[src/mdam_ram.sv]
// Generic RAM: one write port, one read port with registered read data.
module mdam_ram #(
  parameter int Width = 16,
  parameter int Depth = 256
) (
  input  logic                     clk_i,
  input  logic                     we_i,
  input  logic [$clog2(Depth)-1:0] waddr_i,
  input  logic [Width-1:0]         wdata_i,
  input  logic [$clog2(Depth)-1:0] raddr_i,
  output logic [Width-1:0]         rdata_o
);

  logic [Width-1:0] mem_q [Depth];
  logic [Width-1:0] rdata_q;

  always_ff @(posedge clk_i) begin
    if (we_i) begin
      mem_q[waddr_i] <= wdata_i;
    end
    rdata_q <= mem_q[raddr_i];
  end

  assign rdata_o = rdata_q;

endmodule

[config.mk]
export PLATFORM = sky130hd
export DESIGN_NAME = mdam_ram
export DESIGN_NICKNAME = d
export VERILOG_FILES = /design/src/mdam_ram.sv
export SDC_FILE = /design/constraint.sdc
export NUM_CORES = 2
export LEC_CHECK = 0
export ABC_CLOCK_PERIOD_IN_PS = 3800
export BUFFER_PORTS_ARGS = -buffer_cell sky130_fd_sc_hd__buf_4
export CORE_ASPECT_RATIO = 2
export CORE_MARGIN = 4
export CORE_UTILIZATION = 60
export CTS_BUF_LIST = sky130_fd_sc_hd__clkbuf_4 sky130_fd_sc_hd__clkbuf_8
export DETAILED_ROUTE_END_ITERATION = 7
export PLACE_DENSITY = 0.76
export REMOVE_ABC_BUFFERS = 1
export SYNTH_ARGS = -nofsm -noshare
export SYNTH_HDL_FRONTEND = slang
export SYNTH_SLANG_ARGS = --single-unit
[constraint.sdc]
create_clock -name clk_i -period 3.8 [get_ports clk_i]
set_input_delay 0.57 -clock clk_i [delete_from_list [all_inputs] [get_ports clk_i]]
set_output_delay 0.57 -clock clk_i [all_outputs]
set_load 0.03 [all_outputs]
# Word-level counts from Yosys, hierarchy flattened
# Memories as Yosys holds them, arrays and structs flattened. A register that Yosys moved wholly into a read port is not among the register bits.
# Index checks and enable logic that the tools add are counted.
[word_totals]
memories = 1
register_bits = 0
output_inout_bits = 16
latchBits = 0
romBits = 0
in_bits = 34
ramBits = 4096
word_cells = 3
[classes]
n_reduce_logical = 0
div_mod_pow = 0
n_eq_ne = 0
order_cmp = 0
multipliers = 0
muxes = 2
add_sub_neg = 0
n_bitwise = 0
shift = 0
[mem_list]
columns = ["memory", "words", "width", "rd", "rd_ports_with_merged_regs", "write_ports", "line_no", "source"]
rows = [
  ["mem_q", 256, 16, 1, 1, 1, "14", "logic [Width-1:0] mem_q [Depth];"],
]
[ops]
columns = ["cell", "n"]
rows = [
  ["$mux W1", 2],
]

# Depth between registers and ports, before layout
[depth]
word_depth = 2
ltp_mapped = 12
depth_no_buf = 6

# Worst setup path after synthesis
# Ideal clock, no wire load.
[synth_path]
path_kind = "in2reg"
start = "in waddr_i[3]"
end = "mem mem_q[235][0], enable pin"
required_time_ns = 3.412
cell_stages = 6
setup_ns = 0.388
arrival_ns = 2.347
n_path_buf = 3
slack_ns = 1.065
cell_sequence = "clkbuf_1 nor2b_1 clkbuf_1 nand4_1 clkbuf_1 nor2_1"
[synth_lines]
columns = ["item", "line_no", "source"]
rows = [
  ["from (decl)", "8", "input logic [$clog2(Depth)-1:0] waddr_i,"],
  ["to (decl)", "14", ""],
]
# Straight into the memory's write port.

==> results.md <==
- Status: finished, violations left
- Violated checks: negative hold slack, max-capacitance violations, max-slew violations
- Vias per cell: 6.75
- Combined buffer and inverter count along the critical path: 5
- Hold Path Class: in2reg
- Peak VDD IR: just under 0.3 mV
- First-pass GRT wire length: between 500 and 600 mm
- H-tree depth: 6
- Synth Instances: 7,360
- Critical Path RT: between 4 and 5 ns
- Fillers: ~16,000
- Final Cycle Share: 0.863
- Max frequency: a little over 300 MHz
- Clock skew: about 0.055 ns
- P_sw: around 19 mW
- CP Launch Point: raddr_i[0]
- Power per cell area: 492 mW/mm²
- CP delay by family, top: buffers and inverters
- Via count: 81,400
- Design area: around 0.18 mm²
- Combinational share of power: 0.057
- Clock Path Buffers: 4
- Sw frac: 0.219
- Total wire length: ~420 mm
- Final hold violations: 2
- Share of layout cells above drive strength 1: 0.286
- P_leak: around 57 nW
- Max FO, Critical Path: 31
- Max-Cap Viols: 2
- Gr ovfl total: 0
- Nature of the critical path endpoint: register
- Vias in the first global route: slightly above 80,000
- Unrepaired setup endpoints after global routing: false
- Sink Count: a little over 4,000
- Placed instance area: 0.167 mm²
- Std-Cell Rows: 266
- Slew at the pin closest to its max-slew limit: between 1.5 and 2 ns
- WHS: -0.000447 ns
- Share of the synthesized area in the top cell type: 0.775
- Arrival @ worst endpoint: around 4.2 ns
- Most frequent cells in the layout: 4,096 x edfxtp_1, 797 x mux4_2, 579 x buf_4, 570 x clkbuf_8, 565 x mux2i_1
- GRT Total Usage: 0.308
- Hold path start: wdata_i[12]
- R2r startpoint: mem_q[130][10]
- Die Wd: ~370 µm
- Most common cell after layout, fill and taps aside: edfxtp_1
- Syn_area_per_cell: 21.6 µm²
- Rel. slew slack: -0.0527
- Setup-failing EPs final: 0
- Yosys cell types: 52
- EDFF count, synth: 4,096
- PortBufs: 49
- Critical Path Start Type: input pin
- Synth area leader: edfxtp_1
- Reg power frac: 0.573
- Layout Area Growth over Synthesis: 11.9%
- Core ar.: about 0.26 mm²
- Synthesized flop and latch total: 4,112
- Initial DRC count: 10,500
- Worst skew pair latency: between 1 and 1.5 ns
- Clk slew on worst S/H paths: roughly 0.06 ns
- CTS root buffer: clkbuf_8
- Critical path's slowest cell: nor3_1
- Synth warn: 0
- Drt drc: 0
- Final Max Tran Viols: 51
- First drt pass iteration count: 8
- Final core utilization: 0.676
- Initial antenna violation count: 24
- Largest net degree at the start of global routing: between 100 and 150
- Post-synthesis sequential area ratio: 0.777
- Fraction of registers with async set/reset: 0
- Post-synth top flop: edfxtp_1
- Critical path class: in2reg
- Clock share of power: 0.370
- Post-Syn Area: ~0.16 mm²
- Initial Util: 0.604
- Crit-path cells: buf_16 > buf_12 > buf_12 > buf_4 > mux2i_1 > o221ai_1 > a21oi_1 > nor3_1 > o32ai_1 > buf_4 > nor4_1
- Ports: 50
- Drt wl/cell: 34.7 µm
- Pint: just under 70 mW
- CTS tree: built
- Num CTS Buffers: roughly 540
- Die height: between 700 and 800 µm
- NumNets Final: 8,186
- Die area: 0.273 mm²
- Area contributors post-synth: edfxtp_1 77%, mux4_2 11%, mux2i_1 3.6%, o221ai_1 1.4%, nor2_1 0.72%
- Antenna Violating Nets Remaining: 0
- Post-route minimum period: 3.28 ns
- Worst path max stage delay: about 0.93 ns
- Placer Congestion: roughly 0.97
- Final HPWL DP: between 200 and 300 mm
## layout make-up
cell class,instances,area [µm²],area share
Timing Repair Buffer,699,6550,0.0368
Inverter,4,27.5,0.000155
Antenna cell,26,65.1,0.000366
Clock inverter,235,1590,0.00893
Tap cell,3484,4360,0.0245
Multi-Input combinational cell,2792,32900,0.185
Sequential cell,4112,123000,0.694
Clock buffer,709,8880,0.0500
## through the flow
stage	setup TNS (ns)	std cells	setup slack, ns	total power [mW]
after CTS	0	12000	0.697	87.7
after global routing	0	12000	0.606	89.9
after detailed placement	-2.03	11100	-0.412	55.9
final	0	12100	0.520	87.4
after floorplan	-50.26	6908	-3.27	52.9
after global placement	-2.42	11100	-0.603	55.8
## synthesized netlist by cell type (all sizes together), types with 43 or more instances
library cell	instances
edfxtp	4096
mux4	797
mux2i	565
nor2	304
o221ai	253
clkbuf	230
buf	222
a21oi	175
o22ai	148
nor3	92
mux2	88
a22oi	43
## cells by family after synthesis
family          count (synthesis)  synth area share
compound gates                786            0.0354
buf+inv                       456            0.0169
flops                        4112             0.777
mux                          1450             0.155
simple gates                  556            0.0157
## routing by layer
metal / track usage / wire (µm)
met1: 0.360 / 130000
met2: 0.504 / 210000
met3: 0.0531 / 37100
met4: 0.247 / 40900
met5: 0 / 100
## timing repair
action                     in CTS  in global routing
buffers inserted                0                  0
resized for setup               0                  0
hold endpoints to repair      151                  0
setup endpoints to repair       0                  0
hold buffers                    8                  0
## power groups by stage
stage               combinational (mW)  sequential (mW)  clock [mW]
detailed placement                4.90             51.0           0
global route                      5.11             50.0        34.8
CTS                               4.91             50.1        32.7
finish                            4.96             50.1        32.4
floorplan                         1.84             51.1           0
global placement                  4.77             51.0           0
## path summary, 6_finish.rpt
check | to | slack, ns | cells past startpoint
setup reg to reg | rdata_o[10] | 0.76 | 8
setup / recovery | rdata_o[2] | 0.52 | 11
hold / removal | mem_q[138][12] | -0.0004 | 1
hold reg to reg | rdata_o[14] | 1.04 | 6
## sequential cells by signal (all words and copies together), names as in the netlist
signal / count
rdata_o: 16
mem_q: 4096
Note: power is estimated with default switching activity, not from simulation.
